`config.mk`:
```
export PLATFORM = sky130hd
export DESIGN_NAME = biquad_lowpass_gain_saturate_unit
export DESIGN_NICKNAME = d
export VERILOG_FILES = /design/src/hdl/bqlp_pkg.sv /design/src/hdl/biquad_lowpass_gain_saturate_unit.sv /design/src/hdl/bqlp_seq.sv /design/src/hdl/bqlp_dp.sv
export SDC_FILE = /design/constraint.sdc
export NUM_CORES = 2
export LEC_CHECK = 0
export BUFFER_PORTS_ARGS = -buffer_cell sky130_fd_sc_hd__clkbuf_2
export CELL_PAD_IN_SITES_DETAIL_PLACEMENT = 0
export CELL_PAD_IN_SITES_GLOBAL_PLACEMENT = 1
export CORE_MARGIN = 1
export CORE_UTILIZATION = 46
export CTS_BUF_LIST = sky130_fd_sc_hd__clkbuf_8 sky130_fd_sc_hd__clkbuf_16
export CTS_CLUSTER_SIZE = 20
export DETAILED_ROUTE_END_ITERATION = 16
export GPL_TIMING_DRIVEN = 0
export PLACE_DENSITY = 0.75
export SLEW_MARGIN = 20
export SYNTH_ARGS = -nofsm -noshare
export SYNTH_HDL_FRONTEND = slang
export SYNTH_SLANG_ARGS = --single-unit
export TNS_END_PERCENT = 10
```
`constraint.sdc`:
```
create_clock -name clk -period 8.8 [get_ports clk]
set_clock_uncertainty 0.05 [all_clocks]
set_input_delay 1.76 -clock clk [delete_from_list [all_inputs] [get_ports clk]]
set_output_delay 1.76 -clock clk [all_outputs]
set_load 0.02 [all_outputs]
```
`src/hdl/bqlp_pkg.sv`:
```
`timescale 1ns / 1ps

package bqlp_pkg;

  localparam int COEF_W    = 24;
  localparam int HIST_W    = 24;
  localparam int SAMPLE_W  = 16;
  localparam int GAIN_W    = 16;
  localparam int COEF_FRAC = COEF_W - 2;
  localparam int GAIN_FRAC = 12;
  localparam int CFG_W     = (COEF_W > GAIN_W) ? COEF_W : GAIN_W;
  localparam int CFG_IDX_W = 3;
  // multiplier operand A carries a coefficient or the zero-extended gain
  localparam int MA_W      = (COEF_W > GAIN_W) ? COEF_W : GAIN_W + 1;
  localparam int PROD_W    = MA_W + HIST_W;
  // each truncated coefficient term fits HIST_W+2 bits, five of them HIST_W+4
  localparam int ACC_W     = HIST_W + 4;
  localparam int OUT_LIMIT = 32767;

  localparam int NUM_STEPS = 10;
  localparam int STEP_W    = $clog2(NUM_STEPS);

  localparam logic [CFG_IDX_W-1:0] REG_B0   = 3'd0;
  localparam logic [CFG_IDX_W-1:0] REG_B1   = 3'd1;
  localparam logic [CFG_IDX_W-1:0] REG_B2   = 3'd2;
  localparam logic [CFG_IDX_W-1:0] REG_A1   = 3'd3;
  localparam logic [CFG_IDX_W-1:0] REG_A2   = 3'd4;
  localparam logic [CFG_IDX_W-1:0] REG_GAIN = 3'd5;

  localparam logic [COEF_W-1:0] B0_RESET   = COEF_W'(1) << COEF_FRAC;
  localparam logic [GAIN_W-1:0] GAIN_RESET = GAIN_W'(1) << GAIN_FRAC;

  typedef enum logic [2:0] {
    A_B0, A_B1, A_B2, A_A1, A_A2, A_GAIN
  } asel_t;

  typedef enum logic [2:0] {
    B_X, B_X1, B_X2, B_Y1, B_Y2
  } bsel_t;

  typedef enum logic [1:0] {
    ACC_HOLD, ACC_LOAD, ACC_ADD, ACC_SUB
  } acc_op_t;

  typedef enum logic [1:0] {
    COND_NEXT, COND_WAIT_IN, COND_WAIT_OUT
  } cond_t;

  typedef struct packed {
    asel_t             asel;
    bsel_t             bsel;
    logic              mul_en;
    acc_op_t           acc_op;
    logic              hist_upd;
    logic              out_load;
    cond_t             cond;
    logic [STEP_W-1:0] tgt;
  } ctrl_t;

  typedef struct packed {
    logic signed [COEF_W-1:0] b0;
    logic signed [COEF_W-1:0] b1;
    logic signed [COEF_W-1:0] b2;
    logic signed [COEF_W-1:0] a1;
    logic signed [COEF_W-1:0] a2;
    logic        [GAIN_W-1:0] gain;
  } cfg_t;

  // Microprogram: one control word per step.
  function automatic ctrl_t ucode(input logic [STEP_W-1:0] step);
    ctrl_t w;
    w.asel     = A_B0;
    w.bsel     = B_X;
    w.mul_en   = 1'b0;
    w.acc_op   = ACC_HOLD;
    w.hist_upd = 1'b0;
    w.out_load = 1'b0;
    w.cond     = COND_NEXT;
    w.tgt      = '0;
    case (step)
      4'd0: w.cond = COND_WAIT_IN;
      4'd1: begin
        w.asel = A_B0; w.bsel = B_X; w.mul_en = 1'b1;
      end
      4'd2: begin
        w.asel = A_B1; w.bsel = B_X1; w.mul_en = 1'b1; w.acc_op = ACC_LOAD;
      end
      4'd3: begin
        w.asel = A_B2; w.bsel = B_X2; w.mul_en = 1'b1; w.acc_op = ACC_ADD;
      end
      4'd4: begin
        w.asel = A_A1; w.bsel = B_Y1; w.mul_en = 1'b1; w.acc_op = ACC_ADD;
      end
      4'd5: begin
        w.asel = A_A2; w.bsel = B_Y2; w.mul_en = 1'b1; w.acc_op = ACC_SUB;
      end
      4'd6: w.acc_op = ACC_SUB;
      4'd7: w.hist_upd = 1'b1;
      4'd8: begin
        w.asel = A_GAIN; w.bsel = B_Y1; w.mul_en = 1'b1;
      end
      4'd9: begin
        w.out_load = 1'b1; w.cond = COND_WAIT_OUT; w.tgt = '0;
      end
      default: begin
        w.cond = COND_WAIT_OUT; w.tgt = '0;
      end
    endcase
    return w;
  endfunction

endpackage

```
`src/hdl/biquad_lowpass_gain_saturate_unit.sv`:
```
`timescale 1ns / 1ps
// Channel   Ports                                 Direction
// input     in_valid, in_stall, in_sample_in      sample in, stall driven here
// result    out_valid, out_stall, out_sample_out  sample out, stall from sink
// config    cfg_we, cfg_index, cfg_wdata          register write, no read-back
//
// An item runs through 10 microprogram steps, 0 to 9: one shared multiplier walks
// the five biquad taps and then the gain, one product in each step that multiplies.
// The result register loads at step 9; the next input is taken back at step 0.
// Reset (synchronous, rst_n low) clears histories, step counter and output valid,
// loads unity b0 and gain. While the output register still holds an untaken result,
// the sequencer waits at step 9.

module biquad_lowpass_gain_saturate_unit (
  input  logic                                  clk,
  input  logic                                  rst_n,
  input  logic                                  in_valid,
  output logic                                  in_stall,
  input  logic signed [bqlp_pkg::SAMPLE_W-1:0]  in_sample_in,
  output logic                                  out_valid,
  input  logic                                  out_stall,
  output logic signed [bqlp_pkg::SAMPLE_W-1:0]  out_sample_out,
  input  logic                                  cfg_we,
  input  logic        [bqlp_pkg::CFG_IDX_W-1:0] cfg_index,
  input  logic        [bqlp_pkg::CFG_W-1:0]     cfg_wdata
);

  bqlp_pkg::cfg_t  cfg_r;
  bqlp_pkg::cfg_t  cfg_nxt;
  bqlp_pkg::ctrl_t ctrl;
  logic            out_busy;

  // register file: bits above a register's width are dropped,
  // unknown indexes are ignored
  always_comb begin
    cfg_nxt = cfg_r;
    if (cfg_we) begin
      case (cfg_index)
        bqlp_pkg::REG_B0:   cfg_nxt.b0   = cfg_wdata[bqlp_pkg::COEF_W-1:0];
        bqlp_pkg::REG_B1:   cfg_nxt.b1   = cfg_wdata[bqlp_pkg::COEF_W-1:0];
        bqlp_pkg::REG_B2:   cfg_nxt.b2   = cfg_wdata[bqlp_pkg::COEF_W-1:0];
        bqlp_pkg::REG_A1:   cfg_nxt.a1   = cfg_wdata[bqlp_pkg::COEF_W-1:0];
        bqlp_pkg::REG_A2:   cfg_nxt.a2   = cfg_wdata[bqlp_pkg::COEF_W-1:0];
        bqlp_pkg::REG_GAIN: cfg_nxt.gain = cfg_wdata[bqlp_pkg::GAIN_W-1:0];
        default:            cfg_nxt      = cfg_r;
      endcase
    end
  end

  always_ff @(posedge clk) begin
    if (!rst_n) begin
      cfg_r.b0   <= bqlp_pkg::B0_RESET;
      cfg_r.b1   <= '0;
      cfg_r.b2   <= '0;
      cfg_r.a1   <= '0;
      cfg_r.a2   <= '0;
      cfg_r.gain <= bqlp_pkg::GAIN_RESET;
    end else begin
      cfg_r <= cfg_nxt;
    end
  end

  // microprogram sequencer: step counter, control ROM, wait conditions
  bqlp_seq u_seq (
    .clk      (clk),
    .rst_n    (rst_n),
    .in_valid (in_valid),
    .out_busy (out_busy),
    .in_stall (in_stall),
    .ctrl     (ctrl)
  );

  // datapath: shared multiplier, accumulator, histories, output register
  bqlp_dp u_dp (
    .clk            (clk),
    .rst_n          (rst_n),
    .ctrl           (ctrl),
    .cfg            (cfg_r),
    .in_valid       (in_valid),
    .in_sample_in   (in_sample_in),
    .out_stall      (out_stall),
    .out_valid      (out_valid),
    .out_sample_out (out_sample_out),
    .out_busy       (out_busy)
  );

endmodule

```
`src/hdl/bqlp_seq.sv`:
```
`timescale 1ns / 1ps

module bqlp_seq (
  input  logic            clk,
  input  logic            rst_n,
  input  logic            in_valid,
  input  logic            out_busy,
  output logic            in_stall,
  output bqlp_pkg::ctrl_t ctrl
);

  logic [bqlp_pkg::STEP_W-1:0] step_r;
  logic [bqlp_pkg::STEP_W-1:0] step_nxt;
  bqlp_pkg::ctrl_t             word;

  assign word = bqlp_pkg::ucode(step_r);

  always_comb begin
    ctrl          = word;
    ctrl.out_load = word.out_load && !out_busy;
  end

  assign in_stall = (word.cond != bqlp_pkg::COND_WAIT_IN);

  always_comb begin
    case (word.cond)
      bqlp_pkg::COND_NEXT:     step_nxt = bqlp_pkg::STEP_W'(step_r + 1'b1);
      bqlp_pkg::COND_WAIT_IN:  step_nxt = in_valid ? bqlp_pkg::STEP_W'(step_r + 1'b1) : step_r;
      bqlp_pkg::COND_WAIT_OUT: step_nxt = out_busy ? step_r : word.tgt;
      default:                 step_nxt = '0;
    endcase
  end

  always_ff @(posedge clk) begin
    if (!rst_n) begin
      step_r <= '0;
    end else begin
      step_r <= step_nxt;
    end
  end

endmodule

```
`src/hdl/bqlp_dp.sv`:
```
`timescale 1ns / 1ps

module bqlp_dp (
  input  logic                                clk,
  input  logic                                rst_n,
  input  bqlp_pkg::ctrl_t                     ctrl,
  input  bqlp_pkg::cfg_t                      cfg,
  input  logic                                in_valid,
  input  logic signed [bqlp_pkg::SAMPLE_W-1:0] in_sample_in,
  input  logic                                out_stall,
  output logic                                out_valid,
  output logic signed [bqlp_pkg::SAMPLE_W-1:0] out_sample_out,
  output logic                                out_busy
);

  localparam int HW = bqlp_pkg::HIST_W;
  localparam int AW = bqlp_pkg::ACC_W;
  localparam int PW = bqlp_pkg::PROD_W;
  localparam int SW = bqlp_pkg::SAMPLE_W;
  localparam logic signed [AW-1:0] HMAX = (AW'(1) << (HW - 1)) - AW'(1);
  localparam logic signed [AW-1:0] HMIN = ~HMAX;
  localparam logic signed [PW-1:0] OMAX = PW'(bqlp_pkg::OUT_LIMIT);
  localparam logic signed [PW-1:0] OMIN = -OMAX;

  logic signed [SW-1:0]           x_r, x1_r, x2_r;
  logic signed [HW-1:0]           y1_r, y2_r;
  logic signed [PW-1:0]           prod_r, prod_nxt;
  logic signed [AW-1:0]           acc_r, acc_nxt;
  logic signed [bqlp_pkg::MA_W-1:0] op_a;
  logic signed [HW-1:0]           op_b;
  logic signed [AW-1:0]           term;
  logic signed [PW-1:0]           gterm;
  logic signed [HW-1:0]           y_sat;
  logic signed [SW-1:0]           out_nxt;
  logic                           out_valid_r, out_valid_nxt;
  logic signed [SW-1:0]           out_r;
  logic                           x_load;

  assign x_load   = in_valid && (ctrl.cond == bqlp_pkg::COND_WAIT_IN);
  assign out_busy = out_valid_r && out_stall;

  always_comb begin
    case (ctrl.asel)
      bqlp_pkg::A_B0:   op_a = bqlp_pkg::MA_W'(cfg.b0);
      bqlp_pkg::A_B1:   op_a = bqlp_pkg::MA_W'(cfg.b1);
      bqlp_pkg::A_B2:   op_a = bqlp_pkg::MA_W'(cfg.b2);
      bqlp_pkg::A_A1:   op_a = bqlp_pkg::MA_W'(cfg.a1);
      bqlp_pkg::A_A2:   op_a = bqlp_pkg::MA_W'(cfg.a2);
      bqlp_pkg::A_GAIN: op_a = bqlp_pkg::MA_W'({1'b0, cfg.gain});
      default:          op_a = '0;
    endcase
  end

  always_comb begin
    case (ctrl.bsel)
      bqlp_pkg::B_X:  op_b = HW'(x_r);
      bqlp_pkg::B_X1: op_b = HW'(x1_r);
      bqlp_pkg::B_X2: op_b = HW'(x2_r);
      bqlp_pkg::B_Y1: op_b = y1_r;
      bqlp_pkg::B_Y2: op_b = y2_r;
      default:        op_b = '0;
    endcase
  end

  assign prod_nxt = PW'(op_a * op_b);

  // arithmetic shifts give floor truncation
  assign term  = AW'(prod_r >>> bqlp_pkg::COEF_FRAC);
  assign gterm = prod_r >>> bqlp_pkg::GAIN_FRAC;

  always_comb begin
    case (ctrl.acc_op)
      bqlp_pkg::ACC_LOAD: acc_nxt = term;
      bqlp_pkg::ACC_ADD:  acc_nxt = acc_r + term;
      bqlp_pkg::ACC_SUB:  acc_nxt = acc_r - term;
      default:            acc_nxt = acc_r;
    endcase
  end

  always_comb begin
    if (acc_r > HMAX) begin
      y_sat = HW'(HMAX);
    end else if (acc_r < HMIN) begin
      y_sat = HW'(HMIN);
    end else begin
      y_sat = HW'(acc_r);
    end
  end

  always_comb begin
    if (gterm > OMAX) begin
      out_nxt = SW'(OMAX);
    end else if (gterm < OMIN) begin
      out_nxt = SW'(OMIN);
    end else begin
      out_nxt = SW'(gterm);
    end
  end

  always_comb begin
    out_valid_nxt = out_valid_r;
    if (out_valid_r && !out_stall) begin
      out_valid_nxt = 1'b0;
    end
    if (ctrl.out_load) begin
      out_valid_nxt = 1'b1;
    end
  end

  always_ff @(posedge clk) begin
    if (!rst_n) begin
      x1_r        <= '0;
      x2_r        <= '0;
      y1_r        <= '0;
      y2_r        <= '0;
      out_valid_r <= 1'b0;
    end else begin
      out_valid_r <= out_valid_nxt;
      if (ctrl.hist_upd) begin
        x2_r <= x1_r;
        x1_r <= x_r;
        y2_r <= y1_r;
        y1_r <= y_sat;
      end
    end
  end

  always_ff @(posedge clk) begin
    if (x_load) begin
      x_r <= in_sample_in;
    end
    if (ctrl.mul_en) begin
      prod_r <= prod_nxt;
    end
    acc_r <= acc_nxt;
    if (ctrl.out_load) begin
      out_r <= out_nxt;
    end
  end

  assign out_valid      = out_valid_r;
  assign out_sample_out = out_r;

  a_no_overwrite: assert property (@(posedge clk) disable iff (!rst_n)
    ctrl.out_load |-> !(out_valid_r && out_stall))
    else $error("held result overwritten");

  a_hist_shift: assert property (@(posedge clk) disable iff (!rst_n)
    ctrl.hist_upd |=> (x1_r == $past(x_r)) && (y2_r == $past(y1_r)))
    else $error("history shift wrong");

  a_out_sym: assert property (@(posedge clk) disable iff (!rst_n)
    out_valid_r |-> (out_r != SW'(OMIN - PW'(1))))
    else $error("output outside symmetric range");

  a_load_after_mul: assert property (@(posedge clk) disable iff (!rst_n)
    (ctrl.acc_op == bqlp_pkg::ACC_LOAD) |-> $past(ctrl.mul_en))
    else $error("accumulator loaded without product");

endmodule
```
; Word level (Yosys, flattened, before mapping)
; Cells that the tools add are included.
[totals]
in_bits = 48
output_inout_bits = 18
elab_cells = 96
ff_bits = 329
[op_classes]
addsub = 3
mux = 16
n_mul = 1
eq_ne = 31
order_cmp = 4
reduce_logical = 24
[op_table]
columns = operator, count
row1 = one-hot mux 24 bit (6 select lines), 1
row2 = one-hot mux 24 bit (5 select lines), 1
row3 = one-hot mux 28 bit (3 select lines), 1
row4 = multiplier 24 x 24 -> 48 bit, 1
row5 = two-way mux 24 bit, 2
row6 = one-hot mux 7 bit (6 select lines), 1
row7 = "greater-than comparator 36 x 16 -> 1 bit, second input constant", 1
row8 = "less-than comparator 36 x 16 -> 1 bit, second input constant", 1
row9 = adder 28 x 26 -> 28 bit, 1
row10 = "greater-than comparator 28 x 24 -> 1 bit, second input constant", 1
row11 = "less-than comparator 28 x 24 -> 1 bit, second input constant", 1
row12 = subtractor 28 x 26 -> 28 bit, 1
row13 = "== test 3 x 2 -> 1 bit, second input constant", 6
row14 = "== test 4 x 3 -> 1 bit, second input constant", 4
row15 = two-way mux 16 bit, 1
row16 = "== test 3 bit, second input constant", 5
row17 = AND reduction 2 bit, 7
row18 = one-hot mux 4 bit (3 select lines), 1
row19 = "== test 3 x 1 -> 1 bit, second input constant", 3
row20 = zero test 3 bit, 3
row21 = "== test 4 x 2 -> 1 bit, second input constant", 2
row22 = "== test 4 bit, second input constant", 2
row23 = two-way mux 4 bit, 2
row24 = OR reduction 8 bit, 1
row25 = other kinds (16), 29

; Logic depth before layout (Yosys ltp)
[depth]
ltp_word = 6
depth_mapped = 38
depth_no_buf = 33

; Hierarchy
; From an unflattened synthesis, not the netlist that was laid out.
[unflattened]
cells_unflattened = 3856
area_unflattened_um2 = 36364.9
[modules_own_cells]
columns = mod, instances, seq_area_each_um2, area_each_um2, cells_each
row1 = bqlp_dp, 1, 4504.3, 30837.1, 3314
row2 = biquad_lowpass_gain_saturate_unit, 1, 2722.6, 5038.6, 475
row3 = bqlp_seq, 1, 80.1, 489.2, 67

; Worst setup path after synthesis
; No wires, ideal clock.
[synth_timing]
path_kind = flip-flop to flip-flop
startpoint = reg u_seq.step_r[0] (netlist name)
endpoint = reg u_dp.prod_r[40] (data pin)
arrival_time_ns = 8.833
path_stages_with_launch = 37
period_less_slack_ns = 9.146
required_time_ns = 8.487
setup_slack_ns = -0.346
setup_ns = 0.263
n_path_buf = 5
path_cell_list = dfxtp_1 > inv_1 > ha_1 > buf_2 > nor3b_1 > a211o_1 > buf_2 > buf_1 > clkbuf_1 > nand2_1 > nand3_1 > clkbuf_1 > nand2_1 > fa_1 > inv_1 > fa_1 > inv_1 > fa_1 > fa_1 > inv_1 > fa_1 > fa_1 > inv_1 > fa_1 > inv_1 > ha_1 > a21o_1 > a21o_1 > a21o_1 > a221o_1 > a21o_1 > a221o_1 > o21ai_1 > nand2_1 > or2_1 > a21oi_2 > xnor2_1
[synth_via]
elab_chain_len = 5
word_cells_on_any_way = 21
cone_classes = mul: 1 / eq/ne: 15 / mux: 3 / reduce/logical: 2
[synth_lines]
columns = element, line_no
row1 = "start, declared", bqlp_seq.sv:12  ; logic [bqlp_pkg::STEP_W-1:0] step_r;
row2 = "start signal, assigned", bqlp_seq.sv:38  ; step_r <= step_nxt;
row3 = "== test 4 bit, or another cell as far along", bqlp_pkg.sv:80  ; case (step)
row4 = one-hot mux 7 bit (6 select lines) *, bqlp_pkg.sv:80
row5 = "== test 3 bit, or another cell as far along", bqlp_dp.sv:43  ; case (ctrl.asel)
row6 = one-hot mux 24 bit (6 select lines) / one-hot mux 24 bit (5 select lines) (equally long branches), "bqlp_dp.sv:43, bqlp_dp.sv:55"
row7 = multiplier 24 x 24 -> 48 bit *, bqlp_dp.sv:65  ; assign prod_nxt = PW'(op_a * op_b);
row8 = via u_dp.prod_nxt[40], bqlp_dp.sv:27  ; logic signed [PW-1:0] prod_r, prod_nxt;
row9 = "end signal, assigned", bqlp_dp.sv:133  ; prod_r <= prod_nxt;
row10 = "end, declared", bqlp_dp.sv:27
; Mark *: on every way through the listed nets, which the timed path passes. The rest lies on a longest branch.
; A chain may end at the register's enable or synchronous reset.

; Worst setup path after layout
[layout_timing]
startpoint = reg u_seq.step_r[1] (netlist name)
endpoint = reg u_dp.prod_r[44] (data pin)
; The elaborated chain is that of the path after synthesis.

==> impl_metrics.json <==
{
  "status": "finished with violations",
  "violations": "negative setup slack",
  "hold_end": "cfg_r[103]$_SDFFE_PN0P_",
  "reg2reg_setup_slack_ns": -0.44,
  "tightestPinTransition_ns": 1.03,
  "drt_iter0_markers": 2613,
  "synth_fp_nets": 4838,
  "ys_async_sr_fraction_pct": 0,
  "max-clock-path-buffers": 3,
  "crit_path_end_kind": "register",
  "grt_pass1_vias": 30400,
  "final_layout_size_suffix_gt1_share_pct": 14.5,
  "initial_core_util_pct": 46.7,
  "wl_per_cell_um": 22.8,
  "drcViolationCount": 0,
  "layout_commonest_cell": "nand2_1",
  "r2r-start": "u_seq.step_r[1]$_SDFFE_PN0P_",
  "layout_common_cells": "918 x nand2_1, 672 x inv_1, 587 x fa_1, 228 x nor2_1, 219 x dfxtp_1",
  "fillCellCount": 7078,
  "first_pass_iters": 9,
  "placedCellCount": 5123,
  "die_w_um": 280,
  "post_drt_via_cell_ratio": 5.50,
  "stdcell_area_um2": 42000,
  "clkSlewWorstSetupHoldPaths_ns": 0.06,
  "yosys_register_bits": 317,
  "finalCriticalPeriod_ns": 9.24,
  "vias": 29300,
  "cp_common_cell": "fa_1",
  "maxSlewViolCount": 0,
  "powerDensity_nw_per_um2": 379,
  "clk_latency_ns": 0.58,
  "worstHoldPathType": "reg -> reg",
  "fmax_mhz": 108,
  "worst_ep_required_time_ns": 9.05,
  "synth_edf_count": 96,
  "grt_start_max_net_pins": 29,
  "route.antenna.remaining_nets": 0,
  "rows": 101,
  "fin_crit_sh_pct": 105,
  "path_class": "reg -> reg",
  "crit_path_max_fanout": 10,
  "holdBufCountCts": 0,
  "min-delay-start": "cfg_r[103]$_SDFFE_PN0P_",
  "grt.overflow.total": 0,
  "cts_inserted_buffers": 38,
  "antenna_found_initial": 5,
  "post_dp_cell_area_um2": 37500,
  "finalSetupViolCount": 13,
  "fin_cells": 5326,
  "arrival_ns": 9.49,
  "crit_path_max_incr_delay_ns": 0.55,
  "crit_slowest_cell": "fa_1",
  "cts_root_buf": "clkbuf_16",
  "synth_area_um2": 35600,
  "r2r_cells": 36,
  "fin_ws_ns": -0.443,
  "nets": 5085,
  "drv_cap": 0,
  "portBuffers": 63,
  "fp.dieH_um": 280,
  "syn_inst": 4021,
  "fin_hold_ws_ns": 0.414,
  "area_growth_pct": 18.0,
  "clock_sinks": 317,
  "gr-usage-all-layers_pct": 32.0,
  "yosysWarningCount": 0,
  "dp_slack_ns": -2.97,
  "synthFlopType": "dfxtp_1",
  "place_congestion": 0.974,
  "yosysUniqueCellTypes": 75,
  "crit_start": "u_seq.step_r[1]$_SDFFE_PN0P_",
  "coreArea_um2": 76200,
  "maxSlewHeadroom_pct": 31.0,
  "leakage_uw": 0.0189,
  "cts_tree": "built",
  "vdd_drop_max_v": 0.000801,
  "totalWireLength_um": 121000,
  "hold_viol_final": 0,
  "die_area_um2": 78500,
  "rsz0062_at_grt": "true",
  "syn_avg_cell_area_um2": 8.85,
  "cts_max_level": 2,
  "grt_pass1_wl_um": 185000,
  "ios": 66,
  "dp_hpwl_um": 95900,
  "critPathLaunchType": "register",
  "ys_seq_area_share_pct": 20.5,
  "r2r_end": "u_dp.prod_r[44]$_DFFE_PN_",
  "whs_path_depth": 2
}
-- layout make-up --
| cell class | count | area [um^2] | area share (%) |
|---|---|---|---|
| multi-input cells | 2808 | 26300 | 62.5 |
| flip-flops and latches | 317 | 7310 | 17.4 |
| inverters | 686 | 2580 | 6.15 |
| repair buffers | 227 | 1790 | 4.27 |
| plain buffers | 190 | 1550 | 3.69 |
| well taps | 1030 | 1290 | 3.07 |
| clock buffers | 45 | 1080 | 2.57 |
| clock inverters | 21 | 135 | 0.322 |
| diodes | 2 | 5.00 | 0.0119 |
-- synth_stat cells, types with 4 or more instances --
library cell / number / area [um^2]
nand2_1: 938 / 3520
buf_2: 7 / 35.0
o21a_1: 10 / 75.1
xnor2_1: 71 / 622
and3_1: 15 / 93.8
clkbuf_1: 192 / 721
nor3b_1: 4 / 30.0
o21bai_1: 8 / 60.1
nor3_1: 17 / 85.1
o21ai_0: 69 / 345
buf_1: 9 / 33.8
o21ai_1: 7 / 35.0
o211ai_1: 7 / 52.6
a211oi_1: 8 / 60.1
nand4_1: 12 / 75.1
a221oi_1: 29 / 254
a221o_1: 37 / 370
nand3_1: 30 / 150
xor2_1: 26 / 228
o31ai_1: 6 / 45.0
edfxtp_1: 96 / 2880
dfxtp_1: 221 / 4420
a21o_1: 39 / 293
a211o_1: 4 / 35.0
nor2_1: 231 / 867
a22oi_1: 15 / 113
a21boi_0: 217 / 1630
nand2b_1: 20 / 125
a21oi_1: 78 / 390
a222oi_1: 27 / 270
ha_1: 162 / 2030
fa_1: 607 / 12200
nand3b_1: 5 / 37.5
a31oi_1: 5 / 31.3
nor2b_1: 11 / 68.8
nor4_1: 9 / 56.3
inv_1: 684 / 2570
or3_1: 4 / 25.0
and2_1: 33 / 206
-- metal layers --
metal	routed length, um	track usage [%]	share of wire, %	vias up
met3	10000	6.08	8.3	273
met2	56200	52.4	46	1067
met5	0	0	0	-
li1	-	-	-	13100
met4	6410	14.3	5.3	0
met1	48600	41.2	40	14800
-- where the power goes --
| group | switching (uW) | leakage [uW] | internal [uW] |
|---|---|---|---|
| sequential | 305 | 0.00268 | 2040 |
| clock | 681 | 0.000650 | 879 |
| combinational | 7420 | 0.0155 | 4620 |
-- state kept, by name (all words and copies together), names as in the netlist --
| name | flops |
|---|---|
| u_dp.out_valid | 1 |
| u_dp.prod_r | 36 |
| u_dp.x_r | 16 |
| u_dp.y1_r | 24 |
| u_dp.out_sample_out | 16 |
| u_dp.y2_r | 24 |
| u_dp.x1_r | 16 |
| u_dp.x2_r | 16 |
| u_dp.acc_r | 28 |
| cfg_r | 136 |
| u_seq.step_r | 4 |
-- worst max path at each step --
stage	endpoint	slack, ns	depth (start not counted)
detailed placement	u_dp.prod_r[44]$_DFFE_PN_	-2.97	35
global route	u_dp.prod_r[44]$_DFFE_PN_	-0.74	33
floorplan	u_dp.prod_r[40]$_DFFE_PN_	0.004	34
finish	u_dp.prod_r[44]$_DFFE_PN_	-0.44	36
CTS	u_dp.prod_r[44]$_DFFE_PN_	-0.31	37
global placement	u_dp.prod_r[44]$_DFFE_PN_	-3.06	35
-- per-stage QoR --
stage	setup TNS (ns)	total power (uW)	utilization [%]
2_1_floorplan	0	8620	-
3_3_place_gp	-62.05	12300	49.0
3_5_place_dp	-59.24	12400	49.2
4_1_cts	-2.95	15300	54.5
5_1_grt	-7.23	17100	55.1
6_report	-3.37	15900	55.1
-- worst max-delay path: cells and delay by family (launching register included) --
kind / cells / cell delay (ns)
adder cells (fa/ha/maj): 9 / 3.98
AO/OA/AOI/OAI: 8 / 2.44
buffers and inverters: 13 / 1.35
AND/OR/NAND/NOR: 6 / 0.80
flip-flops: 1 / 0.35
-- timing repair --
action / CTS / global route
setup buffers: 133 / 19
pin swaps: 101 / 91
endpoints found under the setup margin: 34 / 26
gates cloned: 3 / 0
gates resized for setup: 426 / 106
-- cells by family after synthesis --
| group | Yosys count | share of synthesized area [%] |
|---|---|---|
| compound gates | 589 | 12.1 |
| xor+xnor | 97 | 2.39 |
| fa+ha+maj | 769 | 39.8 |
| buf+inv | 896 | 9.51 |
| flops | 317 | 20.5 |
| mux | 3 | 0.0879 |
| simple gates | 1350 | 15.5 |
(Power assumes the default switching activity.)
